### src/sv/crpc_queue.sv
// short command queue between parser and executing side
`default_nettype none
module crpc_queue #(
  parameter int WIDTH = 8,
  parameter int DEPTH = 4
) (
  input  wire logic             clk,
  input  wire logic             rst_n,
  input  wire logic             push,
  input  wire logic [WIDTH-1:0] wdata,
  input  wire logic             pop,
  output logic      [WIDTH-1:0] rdata,
  output logic                  full,
  output logic                  empty
);

  localparam int PTR_W = (DEPTH > 1) ? $clog2(DEPTH) : 1;
  localparam int CNT_W = $clog2(DEPTH + 1);

  logic [WIDTH-1:0] slot_r [DEPTH];
  logic [PTR_W-1:0] wr_r, wr_nxt, rd_r, rd_nxt;
  logic [CNT_W-1:0] cnt_r, cnt_nxt;
  logic             do_push, do_pop;

  assign full    = (cnt_r == CNT_W'(DEPTH));
  assign empty   = (cnt_r == '0);
  assign rdata   = slot_r[rd_r];
  assign do_push = push && !full;
  assign do_pop  = pop && !empty;

  // pointer and fill update
  always_comb begin
    wr_nxt  = wr_r;
    rd_nxt  = rd_r;
    cnt_nxt = cnt_r;
    if (do_push) begin
      wr_nxt = (wr_r == PTR_W'(DEPTH - 1)) ? '0 : wr_r + 1'b1;
    end
    if (do_pop) begin
      rd_nxt = (rd_r == PTR_W'(DEPTH - 1)) ? '0 : rd_r + 1'b1;
    end
    if (do_push && !do_pop) begin
      cnt_nxt = cnt_r + 1'b1;
    end else if (do_pop && !do_push) begin
      cnt_nxt = cnt_r - 1'b1;
    end
  end

  always_ff @(posedge clk) begin
    if (!rst_n) begin
      wr_r  <= '0;
      rd_r  <= '0;
      cnt_r <= '0;
    end else begin
      wr_r  <= wr_nxt;
      rd_r  <= rd_nxt;
      cnt_r <= cnt_nxt;
    end
  end

  // item storage
  always_ff @(posedge clk) begin
    if (do_push) begin
      slot_r[wr_r] <= wdata;
    end
  end

endmodule
`default_nettype wire

### config.mk
export PLATFORM = sky130hd
export DESIGN_NAME = crpc_queue
export DESIGN_NICKNAME = d
export VERILOG_FILES = /design/src/sv/crpc_queue.sv
export SDC_FILE = /design/constraint.sdc
export NUM_CORES = 1
export LEC_CHECK = 0
export BUFFER_PORTS_ARGS = -buffer_cell sky130_fd_sc_hd__buf_2
export CAP_MARGIN = 30
export CORE_MARGIN = 3
export CORE_UTILIZATION = 59
export DETAILED_ROUTE_END_ITERATION = 8
export PLACE_DENSITY_LB_ADDON = 0.3
export SETUP_SLACK_MARGIN = 0.1
export SLEW_MARGIN = 20
export SYNTH_ARGS = -nofsm -noshare
export SYNTH_HDL_FRONTEND = slang
export SYNTH_SLANG_ARGS = --single-unit
### constraint.sdc
create_clock -name clk -period 3.6 [get_ports clk]
set_input_delay 0.18 -clock clk [delete_from_list [all_inputs] [get_ports clk]]
set_output_delay 0.18 -clock clk [all_outputs]
set_load 0.02 [all_outputs]
[Word level (Yosys, flattened, before mapping)]
Memory sizes are Yosys's and may differ from the RTL's. A register that Yosys moved wholly into a read port is not among the register bits.
Index checks and enable logic that the tools add are counted.
Word-level totals
  register bits after elaboration: 7
  latch bits: 0
  RAM bits: 32
  memory bits (read-only): 0
  input bits: 12
  output and inout port bits: 10
  logic and storage cells: 29
  memories kept: 1
Memories
  slot_r: words 4, bits a word 8, rd ports 1, clocked after Yosys merged registers in 1, wr ports 1, RTL line 20  | logic [WIDTH-1:0] slot_r [DEPTH];
Operators by class
  $add $sub $neg: 4
  $mul: 0
  divide/modulo/power cells: 0
  order comparisons: 0
  eq/ne operators: 3
  shifts and indexed selects: 0
  multiplexer cells: 8
  bitwise logic cells: 0
  reductions and logical operators: 10
Operator list (count)
  $mux W2: 4
  $mux W3: 2
  $add A2 B1 Y2 const B: 2
  $eq A2 B2 Y1 const B: 2
  $logic_and A1 B1 Y1: 4
  $logic_not A1 Y1: 4
  $add A3 B1 Y3 const B: 1
  $eq A3 B3 Y1 const B: 1
  $logic_not A3 Y1: 1
  $sub A3 B1 Y3 const B: 1
  $mux W1: 2
  $reduce_bool A2 Y1: 1

[Logic depth before layout (Yosys ltp)]
Gate-level depths: netlist (run 1).
  depth in word-level cells: 7
  gate-level depth with buffers: 9

[Least setup slack after synthesis (run 1)]
Ideal clock, no wire load.
  kind: register to register
  start: register cnt_r[0]
  end: register cnt_r[2]
  library setup time: 76 ps
  data arrival time: 2017 ps
  setup slack: 1507 ps
  cell stages (with the launch flop): 8
  path buffers: 0
  period minus slack after synthesis: 2093 ps
  path through: dfxtp_1 o31ai_1 ha_1 inv_1 fa_1 xor2_1 or3_1 a21boi_0
Between the ends
  longest elaborated chain between the ends: 6
  elaborated cells on any way between the ends: 15
RTL lines
  start, declared: RTL line 22  | logic [CNT_W-1:0] cnt_r, cnt_nxt;
  start signal, assigned: RTL line 57  | cnt_r <= cnt_nxt;
  parallel branches: the longest is 6 deep, another holds $sub A3 B1 Y3
Parallel ways; which one is timed is not known. The select of a mux whose other input is x is not followed.
A chain may end at the register's enable or synchronous reset.

[Final worst setup path (run 1)]
Same ends and word-level chain as after synthesis.

==> results of run 1 <==
-- power by group through the flow --
stage	clock, mW	sequential, mW	combinational, mW
4_1_cts	0.212	0.647	0.345
3_5_place_dp	0	0.657	0.343
3_3_place_gp	0	0.653	0.332
5_1_grt	0.238	0.659	0.373
2_1_floorplan	0	0.621	0.281
6_report	0.207	0.644	0.338
-- state kept, by name (all words and copies together) (netlist names), named ones only --
name / cells
cnt_r: 3
rd_r: 2
slot_r: 32
wr_r: 2
-- synthesized netlist by cell type (all sizes together) --
library cell / number
o31ai: 1
ha: 6
fa: 1
nor3b: 1
edfxtp: 32
o21ai: 3
buf: 3
mux2i: 3
nand3: 2
nand2: 6
dfxtp: 9
a21boi: 1
xnor2: 1
nor3: 1
nor2: 2
clkbuf: 1
nor2b: 2
or3: 1
inv: 3
xor2: 1
mux4: 8
and2: 5
-- worst max-delay path: stages, from the launching register on --
cell and delay (ns):
dfxtp_1 0.47, nor3b_2 0.08, nor2b_1 0.39, ha_1 0.27, inv_1 0.06, fa_1 0.38
xor2_1 0.16, or3_1 0.30, a21boi_0 0.16
-- kinds of logic (layout without fill, tap and decap cells) --
| group | Yosys count | in the layout |
|---|---|---|
| AND/OR/NAND/NOR | 20 | 20 |
| buffers and inverters | 7 | 32 |
| XOR/XNOR | 2 | 2 |
| multiplexers | 11 | 11 |
| flip-flops | 41 | 41 |
| adder cells (fa/ha/maj) | 7 | 7 |
| AO/OA/AOI/OAI | 5 | 5 |
-- final timing paths --
check,startpoint,end,depth (start not counted)
setup / recovery,cnt_r[0]$_SDFFE_PN0P_,cnt_r[2]$_SDFFE_PN0P_,8
hold / removal,wdata[2],slot_r[2][2]$_DFFE_PP_,1
setup reg to reg,cnt_r[0]$_SDFFE_PN0P_,cnt_r[2]$_SDFFE_PN0P_,8
hold reg to reg,wr_r[1]$_SDFFE_PN0P_,wr_r[1]$_SDFFE_PN0P_,2
-- routing by layer --
layer / wire length [um] / track usage
met1: 986 / 0.201
met2: 1190 / 0.258
met4: 44 / 0.0695
met3: 138 / 0.0724
met5: 0 / 0
-- metrics by stage --
| stage | worst slack, ns | utilization |
|---|---|---|
| 5_1_grt | 1.04 | 0.709 |
| 3_5_place_dp | 1.26 | 0.690 |
| 2_1_floorplan | 1.51 | - |
| 6_report | 1.26 | 0.709 |
| 4_1_cts | 1.22 | 0.709 |
| 3_3_place_gp | 1.40 | 0.690 |
-- area by class of cell --
type / count / area [sq um] / share of cell area
Clock inverter: 1 / 3.75 / 0.00208
Sequential cell: 41 / 1140 / 0.632
Inverter: 3 / 11.3 / 0.00624
Tap cell: 30 / 37.5 / 0.0208
Timing Repair Buffer: 21 / 105 / 0.0583
Multi-Input combinational cell: 45 / 460 / 0.255
Clock buffer: 7 / 45.0 / 0.0250
==> metrics.txt, run 1 <==
clock sink total 41; clk_skew 0.00667 ns; Site Rows 18; crit share post-route 0.651; initial core utilization 0.641; Fillers 167; synthesis-to-layout area growth 10.7%; number of global-route vias before repair 795; die width 58.6 um; Post-Synth Simple-Gate Area 0.0660; Power Density 659 nW/um^2; post-synthesis xor/xnor area fraction 0.0107; top post-synthesis cells by area edfxtp_1 59%, dfxtp_1 11%, mux4_2 11%; via count 802; Vias/cell 5.42; final instance area 1800 sq um; largest net degree at the start of global routing 13; 1st-pass router iterations 4; leakage power figure 0.659 nW; Hold Buf Count CTS 0; Flop pwr share 0.541; Post-Layout Cell Count 148; final setup fails 0; post-DP HPWL 1680 um; Logic pwr share 0.284; Rel. slew slack 0.624; worst-path maximum fanout 7; routability congestion estimate 0.663; Placeable Area 2540 sq um; Post-CTS Setup Repair Bufs 0; critical path data required time 3.86 ns; initial DRC count 29; Fmax 427 MHz; clock power share 0.174; sequential area share after synthesis 0.700; min Tclk post-route 2.34 ns; grt total ovfl 0; crit path capture type register; area leader, netlist edfxtp_1; post-cts repair resize count 0; placed cells 140; max_cap viols 0; Least-Margin Pin Slew 0.559 ns; Sw Pwr 372 uW; Final Hold Viols 0; Num CTS Buffers 5; VDD IR max 0.471 mV; sw frac 0.313; mapped cell area 1630 sq um; first-pass GRT wire length 3900 um; total power 1.19 mW; mux contribution to synthesized area 0.129; Critical Path AT 2.60 ns; DIE HEIGHT 58.6 um; Synth Area in Compound Gates 0.0184; setup TNS 0 ns; commonest non-fill, non-tap cells in the layout 32 x edfxtp_1, 21 x buf_2, 9 x dfxtp_1; CTS tree yes; post-synthesis adder-cell area fraction 0.0583; total track usage 0.165; status finished, final reports clean; CTS H-tree lvls 2; RSZ-0062 raised after global routing false; top-level port count 22; Final Max Slew Viols 0; Yosys cell types 23; clk root buf clkbuf_4; Avg WL per Cell 15.9 um; die area 3430 sq um; Skew-Pair Late Insertion Delay 0.33 ns; placed instance area 1760 sq um; # DRC 0; most common cell after layout, fill and taps aside edfxtp_1; Clk pin slew, worst setup/hold paths 0.11 ns; flop2flop setup slack 1.26 ns; Syn Nets 112; syn avg cell area 17.5 sq um; # diodes 0; largest family of logic cells by synthesized area multiplexers; Crit Path Category reg -> reg; antenna violations before repair 0; Setup crit start kind register; DRT antenna net count 0; layout cells sized above 1 0.297; port bufs 21; hold slack 0.0576 ns; Gate Count Post-Synth 93; share of the synthesized area in the top cell type 0.589; maximum root-to-sink buffer count 2; Tightest Hold Check Type in -> reg; synthesis-stage register bit count 41; Warnings, synthesis 0; fin nets 136; P_int 817 uW; final WL 2360 um
(Power assumes the default switching activity.)
==> run 2, diff against run 1 <==
- CORE_UTILIZATION: 59 -> 55
- clock period: 3.6 -> 2.37 ns (I/O delays scaled with it)
==> metrics.txt, run 2 (synthesis gave the netlist of run 1 again) <==
Fillers 186 (was 167); max_cap viols 0 (unchanged); number of global-route vias before repair 911 (was 795); Critical Path AT 2.42 ns (was 2.60 ns); antenna violations before repair 0 (unchanged); Setup crit start kind register (unchanged); commonest non-fill, non-tap cells in the layout 32 x edfxtp_1, 21 x buf_2, 8 x mux4_2, 8 x dlygate4sd3_1, 7 x dfxtp_1 (was 32 x edfxtp_1, 21 x buf_2, 9 x dfxtp_1); critical path data required time 2.65 ns (was 3.86 ns); initial DRC count 25 (was 29); Post-Layout Cell Count 159 (was 148); clk_skew 0.00561 ns (was 0.00667 ns); worst-path maximum fanout 5 (was 7); setup TNS 0 ns (unchanged); crit path to cnt_r[2]$_SDFFE_PN0P_ (unchanged); min Tclk post-route 2.15 ns (was 2.34 ns); post-DP HPWL 1830 um (was 1680 um); 1st-pass router iterations 4 (unchanged); clock sink total 41 (unchanged); Num CTS Buffers 5 (unchanged); Avg WL per Cell 17.2 um (was 15.9 um); Final Max Slew Viols 0 (unchanged); Rel. slew slack 0.645 (was 0.624); grt total ovfl 0 (unchanged); die area 3650 sq um (was 3430 sq um); VDD IR max 1.20 mV (was 0.471 mV); Skew-Pair Late Insertion Delay 0.34 ns (was 0.33 ns); area of the multi-input gates 465 sq um (was 460 sq um); FF/Latch Area 1140 sq um (about the same); R2R cell count 8 (unchanged); Crit Reg-Reg Startpoint cnt_r[2]$_SDFFE_PN0P_ (was cnt_r[0]$_SDFFE_PN0P_); initial core utilization 0.586 (was 0.641); routability congestion estimate 0.663 (about the same); Clk pin slew, worst setup/hold paths 0.12 ns (was 0.11 ns); Least-Margin Pin Slew 0.532 ns (was 0.559 ns); first-pass GRT wire length 4340 um (was 3900 um); DIE HEIGHT 60.4 um (was 58.6 um); final WL 2730 um (was 2360 um); Crit Path Category reg -> reg (unchanged); DRT antenna net count 0 (unchanged); final setup fails 0 (unchanged); clk root buf clkbuf_4 (unchanged); DP Worst Slack 0.192 ns (was 1.26 ns); total track usage 0.178 (was 0.165); placed cells 143 (was 140); most common cell after layout, fill and taps aside edfxtp_1 (unchanged); final instance area 1950 sq um (was 1800 sq um); via count 877 (was 802); # diodes 0 (unchanged); FF-to-FF End cnt_r[2]$_SDFFE_PN0P_ (unchanged); launch point of the worst path cnt_r[2]$_SDFFE_PN0P_ (was cnt_r[0]$_SDFFE_PN0P_); maximum root-to-sink buffer count 2 (unchanged); Final Hold Viols 0 (unchanged); max reg flops 32 (unchanged); total power 2.02 mW (was 1.19 mW); top-level port count 22 (unchanged); die width 60.4 um (was 58.6 um); Placeable Area 2780 sq um (was 2540 sq um); crit share post-route 0.905 (was 0.651); post-route setup slack 0.224 ns (was 1.26 ns); CTS H-tree lvls 2 (unchanged); # DRC 0 (unchanged); largest net degree at the start of global routing 14 (was 13); Fmax 466 MHz (was 427 MHz); layout cells sized above 1 0.336 (was 0.297); Power Density 1040 nW/um^2 (was 659 nW/um^2); status finished, final reports clean (unchanged); flop2flop setup slack 0.22 ns (was 1.26 ns); Top Registers slot_r: 32 flops, cnt_r: 3 flops (unchanged); placed instance area 1770 sq um (was 1760 sq um); Site Rows 19 (was 18); Vias/cell 5.52 (was 5.42); crit path capture type register (unchanged); RSZ-0062 raised after global routing false (unchanged); leakage power figure 0.719 nW (was 0.659 nW); fin nets 146 (was 136); Top reg by flops slot_r (unchanged); port bufs 21 (unchanged); synthesis-to-layout area growth 19.5% (was 10.7%); CTS tree yes (unchanged); Tightest Hold Check Type in -> reg (unchanged)
==> run 2: metal layers <==
metal / vias to the layer above / track usage / routed length, um
li1: 424 / - / -
met1: 429 / 0.203 / 1120
met2: 18 / 0.295 / 1430
met3: 6 / 0.0660 / 122
met4: 0 / 0.0898 / 48
met5: - / 0 / 0
==> run 2: cell type report <==
cell class / count / area share
Sequential cell: 41 / 0.587
Multi-Input combinational cell: 45 / 0.239
Tap cell: 31 / 0.0199
Inverter: 3 / 0.00578
Clock inverter: 2 / 0.0193
Clock buffer: 6 / 0.0263
Timing Repair Buffer: 31 / 0.103
==> run 2: what timing repair did <==
action                                 in CTS  in global routing
hold buffers                                8                  0
buffers inserted                            0                  0
setup endpoints to repair                   0                  1
resized for setup                           0                  3
endpoints found under the hold margin      32                  0
==> run 2: worst min-delay path by stage <==
stage | start | endpoint | slack, ns | cells after the start
5_1_grt | rst_n | cnt_r[1]$_SDFFE_PN0P_ | 0.10 | 2
2_1_floorplan | wdata[0] | slot_r[0][0]$_DFFE_PP_ | 0.22 | 0
3_5_place_dp | wdata[6] | slot_r[2][6]$_DFFE_PP_ | 0.34 | 1
6_report | rst_n | wr_r[1]$_SDFFE_PN0P_ | 0.11 | 3
3_3_place_gp | wdata[5] | slot_r[3][5]$_DFFE_PP_ | 0.33 | 1
4_1_cts | rst_n | wr_r[1]$_SDFFE_PN0P_ | 0.09 | 3
==> run 2: stage by stage <==
| stage | hold WS [ns] | util |
|---|---|---|
| 5_1_grt | 0.100 | 0.700 |
| 4_1_cts | 0.0920 | 0.698 |
| 3_5_place_dp | 0.343 | 0.637 |
| 2_1_floorplan | 0.217 | - |
| 3_3_place_gp | 0.329 | 0.637 |
| 6_report | 0.107 | 0.700 |
==> run 2: power by group <==
group	internal [mW]	switching, mW	total [mW]	leakage [nW]
clock network	0.251	0.224	0.475	0.0445
registers	0.887	0.101	0.988	0.368
logic	0.269	0.289	0.558	0.307
total	1.41	0.614	2.02	0.719
==> run 2: critical path, stage by stage (launching register included) <==
cell      delay [ns]
dfxtp_1         0.38
nor3b_2         0.19
nor2b_1         0.20
ha_1            0.22
inv_1           0.06
fa_1            0.39
xor2_1          0.17
or3_1           0.30
a21boi_0        0.17
