--- src/sv/crpc_pkg.sv ---
// shared types and constants for the route pair counter
`default_nettype none
package crpc_pkg;

  // default parameter values
  localparam int TABLE_ENTRIES_DEF = 256;
  localparam int CODE_CHARS_DEF    = 3;
  localparam int COUNT_BITS_DEF    = 32;

  // fixed field widths
  localparam int BYTE_W  = 8;
  localparam int COL_W   = 8;
  localparam int EIDX_W  = 8;
  localparam int ECODE_W = 24;
  localparam int OUT_CNT_W = 32;

  localparam logic [COL_W-1:0] ORIGIN_COL_RST = 8'd17;
  localparam logic [COL_W-1:0] DEST_COL_RST   = 8'd18;
  localparam logic [BYTE_W-1:0] CHAR_COMMA = 8'h2C;
  localparam logic [15:0] CODE_NA = 16'h4E41;

  localparam int QUEUE_DEPTH = 4;

  typedef enum logic [1:0] {
    OP_LOAD = 2'd0,
    OP_BYTE = 2'd1,
    OP_READ = 2'd2,
    OP_NONE = 2'd3
  } op_e;

  typedef enum logic [1:0] {
    ST_OK       = 2'd0,
    ST_INVALID  = 2'd1,
    ST_NOTFOUND = 2'd2,
    ST_LONG     = 2'd3
  } status_e;

  typedef enum logic {
    REG_ORIGIN_COL = 1'b0,
    REG_DEST_COL   = 1'b1
  } reg_e;

  typedef enum logic [1:0] {
    CMD_LOAD   = 2'd0,
    CMD_LOOKUP = 2'd1,
    CMD_DIRECT = 2'd2,
    CMD_READ   = 2'd3
  } cmd_kind_e;

  // command from the parser to the executing side
  typedef struct packed {
    cmd_kind_e           kind;
    status_e             status;
    logic [EIDX_W-1:0]   a;
    logic [EIDX_W-1:0]   b;
  } cmd_t;

  typedef enum logic [2:0] {
    B_CLEAR  = 3'd0,
    B_IDLE   = 3'd1,
    B_SEARCH = 3'd2,
    B_COUNT  = 3'd3,
    B_EMIT   = 3'd4
  } back_state_e;

endpackage
`default_nettype wire

--- src/sv/crpc_front.sv ---
// parser: column registers, per-line field capture and command building
`default_nettype none
module crpc_front #(
  parameter int TABLE_ENTRIES = crpc_pkg::TABLE_ENTRIES_DEF,
  parameter int CODE_CHARS    = crpc_pkg::CODE_CHARS_DEF
) (
  input  wire logic                          clk,
  input  wire logic                          rst_n,
  input  wire logic                          cfg_we,
  input  wire logic                          cfg_index,
  input  wire logic [crpc_pkg::COL_W-1:0]    cfg_wdata,
  input  wire logic                          accept,
  input  wire logic [1:0]                    op,
  input  wire logic [crpc_pkg::BYTE_W-1:0]   line_byte,
  input  wire logic                          line_end,
  input  wire logic [crpc_pkg::EIDX_W-1:0]   entry_index,
  input  wire logic [crpc_pkg::ECODE_W-1:0]  entry_code,
  input  wire logic [crpc_pkg::EIDX_W-1:0]   row_index,
  input  wire logic [crpc_pkg::EIDX_W-1:0]   col_index,
  output logic                               push,
  output crpc_pkg::cmd_t                     cmd,
  output logic [8*CODE_CHARS-1:0]            code_o,
  output logic [8*CODE_CHARS-1:0]            code_d
);
  import crpc_pkg::*;

  localparam int CODE_W = 8 * CODE_CHARS;
  localparam int LEN_W  = $clog2(CODE_CHARS + 2);

  logic [COL_W-1:0]  ocol_r, dcol_r;
  logic [COL_W-1:0]  cc_r, cc_nxt;
  logic [LEN_W-1:0]  len_r, len_nxt;
  logic [CODE_W-1:0] chars_r, chars_nxt;
  logic [CODE_W-1:0] ocode_r, ocode_nxt, dcode_r, dcode_nxt;
  logic [1:0]        found_r, found_nxt;
  status_e           err_r, err_nxt;
  logic              hit_o, hit_d;
  logic [CODE_W-1:0] code_al;

  // column registers
  always_ff @(posedge clk) begin
    if (!rst_n) begin
      ocol_r <= ORIGIN_COL_RST;
      dcol_r <= DEST_COL_RST;
    end else if (cfg_we) begin
      unique case (reg_e'(cfg_index))
        REG_ORIGIN_COL: ocol_r <= cfg_wdata;
        REG_DEST_COL:   dcol_r <= cfg_wdata;
        default:        ocol_r <= ocol_r;
      endcase
    end
  end

  // field left aligned to the code width
  assign code_al = chars_r << {(LEN_W)'(CODE_CHARS) - len_r, 3'b000};

  // byte parsing and command building
  always_comb begin
    cc_nxt    = cc_r;
    len_nxt   = len_r;
    chars_nxt = chars_r;
    ocode_nxt = ocode_r;
    dcode_nxt = dcode_r;
    found_nxt = found_r;
    err_nxt   = err_r;
    hit_o     = 1'b0;
    hit_d     = 1'b0;
    push      = 1'b0;
    cmd       = '{kind: CMD_DIRECT, status: ST_OK, a: '0, b: '0};
    code_o    = '0;
    code_d    = '0;
    if (accept) begin
      unique case (op_e'(op))
        OP_LOAD: begin
          if (32'(entry_index) < TABLE_ENTRIES) begin
            push     = 1'b1;
            cmd.kind = CMD_LOAD;
            cmd.a    = entry_index;
            code_o   = CODE_W'(entry_code);
          end
        end
        OP_READ: begin
          push  = 1'b1;
          cmd.a = row_index;
          cmd.b = col_index;
          if (32'(row_index) < TABLE_ENTRIES && 32'(col_index) < TABLE_ENTRIES) begin
            cmd.kind = CMD_READ;
          end else begin
            cmd.kind   = CMD_DIRECT;
            cmd.status = ST_INVALID;
          end
        end
        OP_BYTE: begin
          if (err_r == ST_OK) begin
            if (line_byte != CHAR_COMMA) begin
              if (32'(len_r) < CODE_CHARS) begin
                chars_nxt = CODE_W'({chars_r, line_byte});
              end
              if (32'(len_r) <= CODE_CHARS) begin
                len_nxt = len_r + 1'b1;
              end
            end else begin
              if (cc_r != '1) begin
                cc_nxt = cc_r + 1'b1;
                hit_o  = (cc_nxt == ocol_r);
                hit_d  = (cc_nxt == dcol_r);
              end
              if (hit_o || hit_d) begin
                if (len_r == '0) begin
                  err_nxt = ST_INVALID;
                end else if (32'(len_r) > CODE_CHARS) begin
                  err_nxt = ST_LONG;
                end else if (len_r == LEN_W'(2) && chars_r == CODE_W'(CODE_NA)) begin
                  err_nxt = ST_INVALID;
                end else begin
                  if (hit_o) begin
                    ocode_nxt    = code_al;
                    found_nxt[0] = 1'b1;
                  end
                  if (hit_d) begin
                    dcode_nxt    = code_al;
                    found_nxt[1] = 1'b1;
                  end
                end
              end
              len_nxt   = '0;
              chars_nxt = '0;
            end
          end
          // line end: decide the outcome or hand over for lookup
          if (line_end) begin
            push = 1'b1;
            if (err_nxt == ST_LONG) begin
              cmd.status = ST_LONG;
            end else if (err_nxt != ST_OK || found_nxt != 2'b11) begin
              cmd.status = ST_INVALID;
            end else begin
              cmd.kind = CMD_LOOKUP;
              code_o   = ocode_nxt;
              code_d   = dcode_nxt;
            end
            cc_nxt    = '0;
            len_nxt   = '0;
            chars_nxt = '0;
            found_nxt = '0;
            err_nxt   = ST_OK;
          end
        end
        default: push = 1'b0;
      endcase
    end
  end

  always_ff @(posedge clk) begin
    if (!rst_n) begin
      cc_r    <= '0;
      len_r   <= '0;
      chars_r <= '0;
      ocode_r <= '0;
      dcode_r <= '0;
      found_r <= '0;
      err_r   <= ST_OK;
    end else begin
      cc_r    <= cc_nxt;
      len_r   <= len_nxt;
      chars_r <= chars_nxt;
      ocode_r <= ocode_nxt;
      dcode_r <= dcode_nxt;
      found_r <= found_nxt;
      err_r   <= err_nxt;
    end
  end

endmodule
`default_nettype wire

--- config.mk ---
export PLATFORM = sky130hd
export DESIGN_NAME = crpc_front
export DESIGN_NICKNAME = d
export VERILOG_FILES = /design/src/sv/crpc_pkg.sv /design/src/sv/crpc_front.sv
export SDC_FILE = /design/constraint.sdc
export NUM_CORES = 1
export LEC_CHECK = 0
export ABC_AREA = 1
export BUFFER_PORTS_ARGS = -buffer_cell sky130_fd_sc_hd__buf_2
export CAP_MARGIN = 20
export CORE_MARGIN = 10
export CORE_UTILIZATION = 50
export CTS_CLUSTER_DIAMETER = 40
export DETAILED_ROUTE_END_ITERATION = 10
export HOLD_SLACK_MARGIN = 0.03
export PLACE_DENSITY = 0.77
export SYNTH_ARGS = -nofsm -noshare
export SYNTH_HDL_FRONTEND = slang
export SYNTH_SLANG_ARGS = --single-unit
--- constraint.sdc ---
create_clock -name clk -period 8 [get_ports clk]
set_clock_uncertainty 0.05 [all_clocks]
set_input_delay 1.6 -clock clk [delete_from_list [all_inputs] [get_ports clk]]
set_output_delay 1.6 -clock clk [all_outputs]
set_load 0.005 [all_outputs]
# After elaboration in Yosys (flattened, before gate mapping)
# Cells that the tools add are included.
# W data, S select, Z words.
# totals
regBits	103
latchBits	0
mem_bits_rw	0
mem_bits_ro	0
out_inout_bits	69
wordCells	125
mem_count	0
# op_classes
addsub	3
multipliers	0
n_div	0
order_cmp	3
eq_ne	13
n_shift	1
mux	79
bitwise	1
n_reduce_logical	16
# op_table
cell	count
$mux W24	27
$pmux W24 S2	1
$mux W2	22
$mux W8	5
$eq A24 B15 Y1 const B	1
$shl A24 B6 Y24	1
$mux W20	1
$eq A8 B8 Y1	2
$pmux W8 S2	1
$mux W1	15
$mux W3	4
$add A8 B1 Y8 const B	1
$ne A8 B6 Y1 const B	1
$ne A8 B8 Y1 const B	1
$reduce_and A4 Y1	2
$ne A3 B2 Y1 const B	2
$pmux W2 S3	1
$reduce_and A2 Y1	3
$reduce_bool A2 Y1	3
$reduce_and A5 Y1	1
$eq A2 B2 Y1 const B	2
$logic_not A2 Y1	2
$mux W4	1
$ne A2 B2 Y1 const B	2
other kinds (13)	14

# Longest topological paths before layout
# Gate-level depths: netlist of run 1.
# depth
word_depth	23
ltp_mapped	20

# Least setup slack after synthesis of run 1
# OpenSTA, ideal clock, no wires.
# synth_path
kind	in2out
from	input port line_byte[6] (netlist bit)
to	output port code_d[10]
arrival_ps	3269
t_required_ps	6350
slack_ps	3081
path_stages	14
path_buffers	1
path_cell_list	nor2_1 > nand3b_1 > nor4_4 > nand2_1 > nor2_1 > nand4_4 > nand2_1 > nand2_1 > nor2_4 > nand2_2 > inv_2 > nand2_4 > buf_6 > nor2_2
# synth_between
elab_chain_cells	12
# synth_rtl
element	line	rtl
start: declaration	crpc_front.sv:14	input wire logic [crpc_pkg::BYTE_W-1:0] line_byte,
$ne A8 B6 Y1 *	crpc_front.sv:95	if (line_byte != CHAR_COMMA) begin
$mux W2	crpc_front.sv:95	
$mux W2	crpc_front.sv:94	if (err_r == ST_OK) begin
$mux W2	crpc_front.sv:73	unique case (op_e'(op))
$mux W2	crpc_front.sv:72	if (accept) begin
$ne A2 B2 Y1 / $reduce_bool A2 Y1 (equally long branches)	crpc_front.sv:135	end else if (err_nxt != ST_OK || found_nxt != 2'b11) begin
$logic_or A1 B1 Y1	crpc_front.sv:135	
$mux W24	crpc_front.sv:135	
$mux W24 *	crpc_front.sv:133	if (err_nxt == ST_LONG) begin
$mux W24 *	crpc_front.sv:131	if (line_end) begin
$mux W24 *	crpc_front.sv:73	
$mux W24 *	crpc_front.sv:72	
end: declaration	crpc_front.sv:23	output logic [8*CODE_CHARS-1:0] code_d
# Every way passes the cells marked *; elsewhere a longest branch is shown, timed or not. The select of a mux whose other input is x is not followed.

==> results of run 1 <==
-- cells by family (layout without fill, tap and decap cells) --
group	after synthesis	count (layout)	share of synthesized area
adders and majority gates	4	4	0.007801
and+or+nand+nor	423	423	0.3106
buffers and inverters	199	302	0.1209
DFF	103	103	0.3214
xor gates and xnor gates	2	2	0.002731
AOI/OAI and AO/OA	274	274	0.2365
-- critical path, delay by kind of cell --
| kind | cells | cell delay [ns] |
|---|---|---|
| AND/OR/NAND/NOR | 13 | 2.63 |
| buffers and inverters | 3 | 0.35 |
-- cell type report --
class | instances | area, um^2 | area share
Multi-Input combinational cell | 703 | 3583 | 0.4781
Sequential cell | 103 | 2062 | 0.2751
Clock buffer | 9 | 225.2 | 0.03005
Timing Repair Buffer | 148 | 788.3 | 0.1052
Tap cell | 172 | 215.2 | 0.02871
Inverter | 138 | 518.0 | 0.06910
Clock inverter | 7 | 103.9 | 0.01385
-- sequential cells by signal, summed over array words and instances, names as in the netlist --
name / cells
dcode_r: 24
dcol_r: 8
ocol_r: 8
chars_r: 24
ocode_r: 24
cc_r: 8
found_r: 2
err_r: 2
len_r: 3
-- per-stage QoR --
stage	area, um^2	std cells	utilization	hold WS [ns]	setup slack [ns]
6_report	7496	1280	0.5940	0.4143	1.763
5_1_grt	7496	1280	0.5940	0.4349	1.408
4_1_cts	7453	1278	0.5906	0.4162	1.808
3_5_place_dp	7124	1262	0.5645	0.4051	1.817
3_3_place_gp	7124	1262	0.5645	0.4014	1.859
2_1_floorplan	6416	1005	-	0.3922	3.081
-- routing by layer --
| metal | up-vias | part of all wire |
|---|---|---|
| met4 | 0 | 0.018 |
| met5 | - | 0 |
| met1 | 3060 | 0.44 |
| met3 | 29 | 0.084 |
| met2 | 270 | 0.46 |
| li1 | 3534 | - |
-- power breakdown --
part	leakage, nW	internal (W)	switching, W	total [W]
Clock	0.154	0.000278	0.000207	0.000484
Sequential	0.839	0.000532	0.0000129	0.000544
Combinational	2.42	0.0000521	0.0000926	0.000145
Total	3.42	0.000862	0.000312	0.00117
-- cells in the mapped netlist (all sizes together) --
library cell | instances | area [um^2]
ha | 4 | 50.05
a31oi | 4 | 25.02
o211ai | 11 | 82.58
o21ai | 91 | 455.4
nand3b | 14 | 105.1
nor2 | 94 | 437.9
clkinv | 4 | 15.01
nor3b | 3 | 22.52
nor3 | 8 | 56.31
a21oi | 124 | 624.4
nand4 | 43 | 284.0
xnor2 | 1 | 8.760
dfxtp | 103 | 2062
clkbuf | 47 | 176.4
nor4 | 1 | 21.27
nand3 | 46 | 240.2
o21bai | 17 | 127.6
a211oi | 27 | 202.7
or3 | 1 | 6.260
buf | 14 | 81.32
inv | 134 | 503.0
xor2 | 1 | 8.760
nand2 | 213 | 819.5
-- path summary, 6_finish.rpt --
check / from / slack [ns] / cells after the start / endpoint
min reg2reg: dcode_r[5]$_SDFFE_PN0P_ / 0.41 / 2 / dcode_r[5]$_SDFFE_PN0P_
max reg2reg: len_r[0]$_SDFFE_PN0P_ / 4.14 / 10 / ocode_r[8]$_SDFFE_PN0P_
min: dcode_r[5]$_SDFFE_PN0P_ / 0.41 / 2 / dcode_r[5]$_SDFFE_PN0P_
max: line_byte[6] / 1.76 / 16 / cmd[19]
==> flow_summary.json, run 1 <==
{
  "grt_start_max_net_pins": 57,
  "crit_top_cell": "nand2_1",
  "wl_per_cell_um": 14.80,
  "first_pass_iters": 6,
  "end_kind": "output port",
  "rows": 41,
  "grtUsageTotal": 0.2060,
  "met2_usage": 0.3235,
  "power_density_mw_per_mm2": 156.6,
  "clockRootBuffer": "clkbuf_16",
  "ctsHoldBuffers": 0,
  "cts_buffers": 9,
  "crit_arrival_ns": 4.59,
  "n_fill_cell": 1244,
  "path_clk_slew_ns": 0.07,
  "synth_cell_types": 36,
  "max_slew_margin": 0.3359,
  "die_area_mm2": 0.01776,
  "via_count": 6893,
  "cts_resized": 0,
  "syn_nets": 1081,
  "syn_inst": 1005,
  "htreeDepth": 3,
  "n_antenna_cell": 0,
  "drc_errors": 0,
  "setup-violations-final": 0,
  "antenna_found_initial": 0,
  "final_cell_mix": "209 x nand2_1, 140 x buf_2, 129 x inv_1",
  "cts_max_path_buffers": 2,
  "avgViaCountPerCell": 5.385,
  "yosys_warnings": 0,
  "grt_pass1_vias": 6068,
  "fp.dieH_um": 133.3,
  "crit_type": "in2out",
  "rsz0062_at_grt": "no",
  "final_common_cell": "nand2_1",
  "finalNetCount": 1179,
  "use_met1": 0.2728,
  "port_buffers": 140,
  "io_pins": 141,
  "cts_setup_buffers": 0,
  "drtAntennaViolNets": 0,
  "cts.sinks": 103,
  "hpwlAfterDp_mm": 14.23,
  "drtIter0Drc": 728,
  "critPathSlowestCell": "nor2_4",
  "place.gp.congestion": 0.9508,
  "synth.avg_cell_area_um2": 6.384,
  "hold_path.class": "reg2reg",
  "use_met3": 0.05000,
  "start_util": 0.5084,
  "post-route-period-util": 0.7796,
  "critPathLaunchType": "primary input",
  "cp_cell_sequence": "buf_2 -> nor2_1 -> nand3b_1 -> nor4_4 -> nand2_1 -> nor2_1 -> nand4_4 -> nand2_1 -> nand2_1 -> nor2_4 -> nand2_2 -> inv_2 -> nand2_4 -> nand2_1 -> nand3_1 -> buf_2",
  "critical_path.max_fanout": 36,
  "layout-drive-gt1-share": 0.1877,
  "synth_seq_cells": 103,
  "ys_seq_area_frac": 0.3214,
  "area_growth_pct": 16.83,
  "fin_crit_ns": 6.237,
  "hold_violations": 0,
  "power.total_w": 0.001174,
  "p_leak_nw": 3.416,
  "maxCapViolations": 0,
  "outcome": "complete, no violations",
  "tns_ns": 0,
  "grt_first_pass_wirelength_mm": 30.74,
  "fp.dieW_um": 133.3,
  "max_stage_delay_ns": 0.46,
  "final_max_slew_viol_count": 0,
  "worst-endpoint-required_ns": 6.35,
  "postRouteWirelength_mm": 18.95,
  "grt_busiest_layer": "met2",
  "cts_tree": "done",
  "gr-total-overflow": 0,
  "netlist_area_mm2": 0.006416,
  "ir_worst_vdd_v": 0.0001508,
  "insertion_delay_ns": 0.36,
  "coreArea_mm2": 0.01262,
  "worstMarginPinSlew_ns": 0.9896,
  "fmax_ghz": 0.1603
}
(Power assumes the default switching activity.)
==> inputs of run 2 (changes only) <==
- PLACE_DENSITY: 0.77 -> 0.8
- clock period: 8 -> 5.2 ns (I/O delays scaled with it)
==> run 2 against run 1 <==
Effect of this change:
- non-clock buffer count is 7 higher
- power is 43% higher
- setup slack worse by 1.0 ns
- critical path depth is 3 higher
- sequential power is 54% higher
- sequential cell count stayed put
- first-iteration DRC count is 1.6% higher
- die area stayed put
- sequential share of layout area is 0.17 points higher
- clock-buffer cell count is 3 higher
- largest power group unchanged
==> flow_summary.json, run 2 (synthesized netlist as in run 1, its figures left out) <==
{
  "worstMarginPinSlew_ns": 0.9810,
  "crit_top_cell": "nand2_1",
  "wl_per_cell_um": 14.93,
  "via_count": 7049,
  "rsz0062_at_grt": "no",
  "grt_pass1_vias": 6325,
  "grt_first_pass_wirelength_mm": 31.30,
  "cts_max_path_buffers": 2,
  "fin_crit_ns": 4.473,
  "critical_path.top_delay_family": "simple AND/OR/NAND/NOR gates",
  "p_leak_nw": 3.412,
  "cts_tree": "done",
  "area_growth_pct": 16.13,
  "hold_violations": 0,
  "clockRootBuffer": "clkbuf_16",
  "max_stage_delay_ns": 0.36,
  "tns_ns": 0,
  "insertion_delay_ns": 0.35,
  "rows": 41,
  "setup-violations-final": 0,
  "critPathSlowestCell": "dfxtp_1",
  "cts_resized": 0,
  "max_slew_margin": 0.3416,
  "crit_type": "reg2out",
  "drtAntennaViolNets": 0,
  "drc_errors": 0,
  "r2r_slack_ns": 2.37,
  "n_fill_cell": 1233,
  "io_pins": 141,
  "grt_start_max_net_pins": 58,
  "fmax_ghz": 0.2236,
  "critPathLaunchType": "flip-flop",
  "coreArea_mm2": 0.01262,
  "ctsHoldBuffers": 0,
  "path_buf_inv": 4,
  "finalNetCount": 1186,
  "rr_startpoint": "cc_r[0]$_SDFFE_PN0P_",
  "htreeDepth": 3,
  "layout-drive-gt1-share": 0.1892,
  "final_common_cell": "nand2_1",
  "final_cell_mix": "209 x nand2_1, 140 x buf_2, 129 x inv_1",
  "avgViaCountPerCell": 5.473,
  "fp.dieH_um": 133.3,
  "crit_start": "cc_r[0]$_SDFFE_PN0P_",
  "cts.sinks": 103,
  "power.total_w": 0.001674,
  "cts_buffers": 9,
  "critical_path.max_fanout": 26,
  "min_from": "dcode_r[19]$_SDFFE_PN0P_",
  "first_pass_iters": 5,
  "worst-endpoint-required_ns": 4.11,
  "hpwlAfterDp_mm": 14.63,
  "placed_area_mm2": 0.007189,
  "drtIter0Drc": 740,
  "cp_cell_sequence": "ha_1 -> nand2_1 -> inv_2 -> nand3_1 -> nand2_1 -> nor2_1 -> nand3_1 -> nor2_1 -> nand2_1 -> nand2_4 -> nand3_1 -> nand2_1 -> inv_2 -> nand2_2 -> inv_2 -> nand2_4 -> nand2_1 -> nand3_1 -> buf_2",
  "cts_setup_buffers": 0,
  "whs_ns": 0.4169,
  "maxCapViolations": 0,
  "start_util": 0.5084,
  "top_regs": "chars_r (24), dcode_r (24), ocode_r (24)",
  "gr-total-overflow": 0,
  "postRouteWirelength_mm": 19.23,
  "antenna_found_initial": 1,
  "die_area_mm2": 0.01776,
  "outcome": "complete, no violations",
  "final_area_mm2": 0.007451,
  "final_max_slew_viol_count": 0,
  "grtUsageTotal": 0.2089,
  "path_clk_slew_ns": 0.07,
  "fp.dieW_um": 133.3,
  "power_density_mw_per_mm2": 224.6,
  "crit_arrival_ns": 3.38,
  "post-route-period-util": 0.8602,
  "ir_worst_vdd_v": 0.0002713,
  "end_kind": "output port",
  "port_buffers": 140,
  "place.gp.congestion": 0.9292,
  "hold_path.class": "reg2reg"
}
-- run 2: cell count changes in the layout (fill, tap and decap cells not counted), sizes merged --
cell	change
buf	+7
bufinv	-2
clkbuf	+3
clkinv	+2
clkinvlp	-1
diode	+1
inv	-2
-- run 2: final timing paths --
kind / to / cells after the start
max: cmd[19] / 19
min reg2reg: dcode_r[19]$_SDFFE_PN0P_ / 2
max reg2reg: ocode_r[8]$_SDFFE_PN0P_ / 13
min: dcode_r[19]$_SDFFE_PN0P_ / 2
-- run 2: tightest hold or removal path, delay by kind of cell (launching register included) --
kind            cells  cell delay [ns]
flops               1             0.31
simple gates        1             0.06
compound gates      1             0.05
-- run 2: area by class of cell --
class	instances	area, um^2	share of cell area
Antenna cell	1	2.502	0.0003359
Clock buffer	12	236.5	0.03174
Clock inverter	4	22.52	0.003023
Inverter	138	518.0	0.06952
Multi-Input combinational cell	703	3581	0.4806
Sequential cell	103	2062	0.2767
Tap cell	172	215.2	0.02888
Timing Repair Buffer	155	813.3	0.1092
-- run 2: metrics by stage --
stage / utilization / cells / setup WS, ns
after floorplan: - / 1005 / 1.401
after global placement: 0.5697 / 1271 / 0.8962
after detailed placement: 0.5697 / 1271 / 0.7998
after CTS: 0.5902 / 1287 / 0.7621
after global routing: 0.5902 / 1287 / 0.3552
final: 0.5904 / 1288 / 0.7268
-- run 2: where the power goes --
part	switching, W	internal, W
combinational	0.000144	0.0000795
sequential	0.0000188	0.000818
clock	0.000291	0.000323
total	0.000453	0.00122
-- run 2: routing by layer --
| metal | up-vias | track usage | share of wire |
|---|---|---|---|
| met5 | - | 0 | 0 |
| met4 | 0 | 0.05200 | 0.018 |
| met3 | 24 | 0.06090 | 0.086 |
| met2 | 267 | 0.3425 | 0.47 |
| met1 | 3220 | 0.2624 | 0.43 |
| li1 | 3538 | - | - |
==> inputs of run 3 (changes only) <==
- ABC_AREA: 1 -> not set
- RECOVER_POWER: not set -> 50
==> run 3 against run 2 <==
Effect of this change:
- the flow now finishes with violations (capacitance limit, slew limit)
- combinational power down 32%
- maximum frequency down 9.2%
- final cell count fell by 20%
- die area increased by 1.2%
- clock-buffer cell count is 1 lower
- largest power group unchanged
- global-route usage shrank 2.1 points
- critical path type is now in2out
- sequential cell count stayed put
==> flow_summary.json, run 3 <==
{
  "outcome": "complete, but fails checks",
  "violations": "capacitance limit, slew limit",
  "hold_violations": 0,
  "rr_startpoint": "len_r[0]$_SDFFE_PN0P_",
  "critical_path.top_delay_family": "simple AND/OR/NAND/NOR gates",
  "first_pass_iters": 5,
  "syn_nets": 824,
  "tns_ns": 0,
  "ys.flop_type": "dfxtp_1",
  "r2r_cells": 10,
  "cts_setup_buffers": 0,
  "maxCapViolations": 3,
  "fin_util": 0.5968,
  "cp_cell_sequence": "buf_2 -> nor4bb_1 -> nand3_1 -> nor4_2 -> nand3_1 -> a211o_2 -> buf_4 -> o41ai_2 -> buf_2",
  "finalNetCount": 930,
  "crit_type": "in2out",
  "area_growth_pct": 16.19,
  "coreArea_mm2": 0.01267,
  "hold_path.class": "reg2reg",
  "via_count": 5770,
  "rows": 41,
  "drc_errors": 0,
  "final_cell_mix": "131 x buf_2, 121 x mux2i_1, 102 x dfxtp_1",
  "synthTopCellsByArea": "dfxtp_1 32%, mux2i_1 19%, o41ai_2 6.0%, nand2_1 5.8%, nor2b_1 5.1%",
  "synth_seq_cells": 103,
  "synth.most_common_cell": "mux2i_1",
  "crit_start": "line_byte[0]",
  "r2r_end": "dcode_r[8]$_SDFFE_PN0P_",
  "synth.avg_cell_area_um2": 8.702,
  "ys_seq_area_frac": 0.3168,
  "drtIter0Drc": 504,
  "post-route-period-util": 0.9477,
  "endpoint": "code_o[20]",
  "final_common_cell": "buf_2",
  "setup-violations-final": 0,
  "worst-endpoint-required_ns": 4.11,
  "path_buf_inv": 3,
  "cts_tree": "done",
  "critical_path.max_fanout": 51,
  "cts_max_path_buffers": 2,
  "avgViaCountPerCell": 5.602,
  "max_stage_delay_ns": 0.62,
  "fp.dieW_um": 134.1,
  "stdcell_count": 1030,
  "fp.dieH_um": 134.1,
  "yosysTopAreaCellShare": 0.3168,
  "postRouteWirelength_mm": 17.44,
  "final_max_slew_viol_count": 113,
  "start_util": 0.5137,
  "async_flop_share": 0,
  "place_inst": 1015,
  "gr-total-overflow": 0,
  "die_area_mm2": 0.01798,
  "rsz0062_at_grt": "no",
  "synth_largest_area_cell": "dfxtp_1",
  "synth_cell_types": 59,
  "synth_edf_count": 0,
  "grtUsageTotal": 0.1882,
  "syn_inst": 748,
  "r2r_slack_ns": 1.24,
  "place.gp.congestion": 0.8951,
  "critPathSlowestCell": "nor4bb_1",
  "grt_start_max_net_pins": 61,
  "hpwlAfterDp_mm": 12.53,
  "p_leak_nw": 3.498,
  "ir_worst_vdd_v": 0.0002208,
  "netlist_area_mm2": 0.006509,
  "critPathLaunchType": "primary input",
  "cts.sinks": 103,
  "whs_ns": 0.4107,
  "insertion_delay_ns": 0.34,
  "yosys_warnings": 0,
  "wl_per_cell_um": 16.93,
  "cp_num_cells": 9,
  "clockRootBuffer": "clkbuf_16",
  "grt_first_pass_wirelength_mm": 28.37,
  "io_pins": 141,
  "top_regs": "chars_r (24), dcode_r (24), ocode_r (24)",
  "layout-drive-gt1-share": 0.2284,
  "htreeDepth": 3,
  "fin_crit_ns": 4.928,
  "worstMarginPinSlew_ns": 2.029,
  "fmax_ghz": 0.2029,
  "antenna_found_initial": 0,
  "synthTopCellsByCount": "121 x mux2i_1, 103 x dfxtp_1, 101 x nand2_1",
  "max_slew_margin": -0.3529,
  "power_density_mw_per_mm2": 218.9,
  "drtAntennaViolNets": 0,
  "end_kind": "output port",
  "port_buffers": 140,
  "cts_buffers": 9,
  "grt_pass1_vias": 5437,
  "crit_arrival_ns": 3.84,
  "power.total_w": 0.001655,
  "path_clk_slew_ns": 0.07,
  "n_antenna_cell": 0
}
-- run 3: final cells by class --
| cell class | count | area, um^2 |
|---|---|---|
| fillers | 1104 | 5109 |
| multi-input cells | 576 | 4145 |
| flip-flops and latches | 103 | 2063 |
| repair buffers | 154 | 795.8 |
| clock buffers | 11 | 252.7 |
| well taps | 172 | 215.2 |
| clock inverters | 4 | 52.55 |
| inverters | 10 | 37.54 |
-- run 3: how the worst min path moves through the flow --
| stage | from | end | slack [ns] | depth (start not counted) |
|---|---|---|---|---|
| 6_report | found_r[1]$_SDFFE_PN0P_ | found_r[1]$_SDFFE_PN0P_ | 0.41 | 2 |
| 5_1_grt | found_r[1]$_SDFFE_PN0P_ | found_r[1]$_SDFFE_PN0P_ | 0.45 | 2 |
| 4_1_cts | found_r[1]$_SDFFE_PN0P_ | found_r[1]$_SDFFE_PN0P_ | 0.41 | 2 |
| 3_5_place_dp | found_r[1]$_SDFFE_PN0P_ | found_r[1]$_SDFFE_PN0P_ | 0.39 | 2 |
| 3_3_place_gp | found_r[1]$_SDFFE_PN0P_ | found_r[1]$_SDFFE_PN0P_ | 0.40 | 2 |
| 2_1_floorplan | found_r[1]$_SDFFE_PN0P_ | found_r[1]$_SDFFE_PN0P_ | 0.37 | 2 |
-- run 3: logic make-up after synthesis --
family                     after synthesis  synth area share
AOI/OAI and AO/OA                      120            0.1605
DFF                                    103            0.3168
adders and majority gates                4          0.007690
buffers and inverters                   69           0.04844
muxes                                  121            0.1861
and+or+nand+nor                        310            0.2493
xor gates and xnor gates                21           0.03114
-- run 3: worst reg2reg max path, cell delays in order, from the launching register on --
cell and delay [ns]:
dfxtp_2 0.42, clkinv_1 0.21, ha_1 0.19, nor4b_1 0.29
nand4_1 0.14, nor3_1 0.45, nor4_2 0.15, nand4_1 0.13
clkbuf_1 1.37, mux2i_1 0.38, nor2b_1 0.08
-- run 3: report_power, final --
part / internal (W) / switching, W
Clock: 0.000399 / 0.000296
Combinational: 0.0000701 / 0.0000805
Sequential: 0.000798 / 0.0000124
Total: 0.00127 / 0.000389
-- run 3: metal layers --
layer  routed length, um  track usage
met2                7973       0.2907
met5                   0            0
met1                8373       0.2603
met3                 844      0.03697
met4                 251      0.05079
-- run 3: metrics by stage --
stage / cell area, um^2 / setup WS, ns
4_1_cts: 7584 / 0.1402
2_1_floorplan: 6509 / 0.9278
6_report: 7562 / 0.2718
5_1_grt: 7562 / 0.09816
3_3_place_gp: 7278 / 0.4751
3_5_place_dp: 7278 / 0.3497
-- run 3: timing repair --
item | 4_1_cts | 5_1_grt
setup endpoints to repair | 0 | 51
hold buffers | 0 | 0
gates resized for setup | 0 | 1
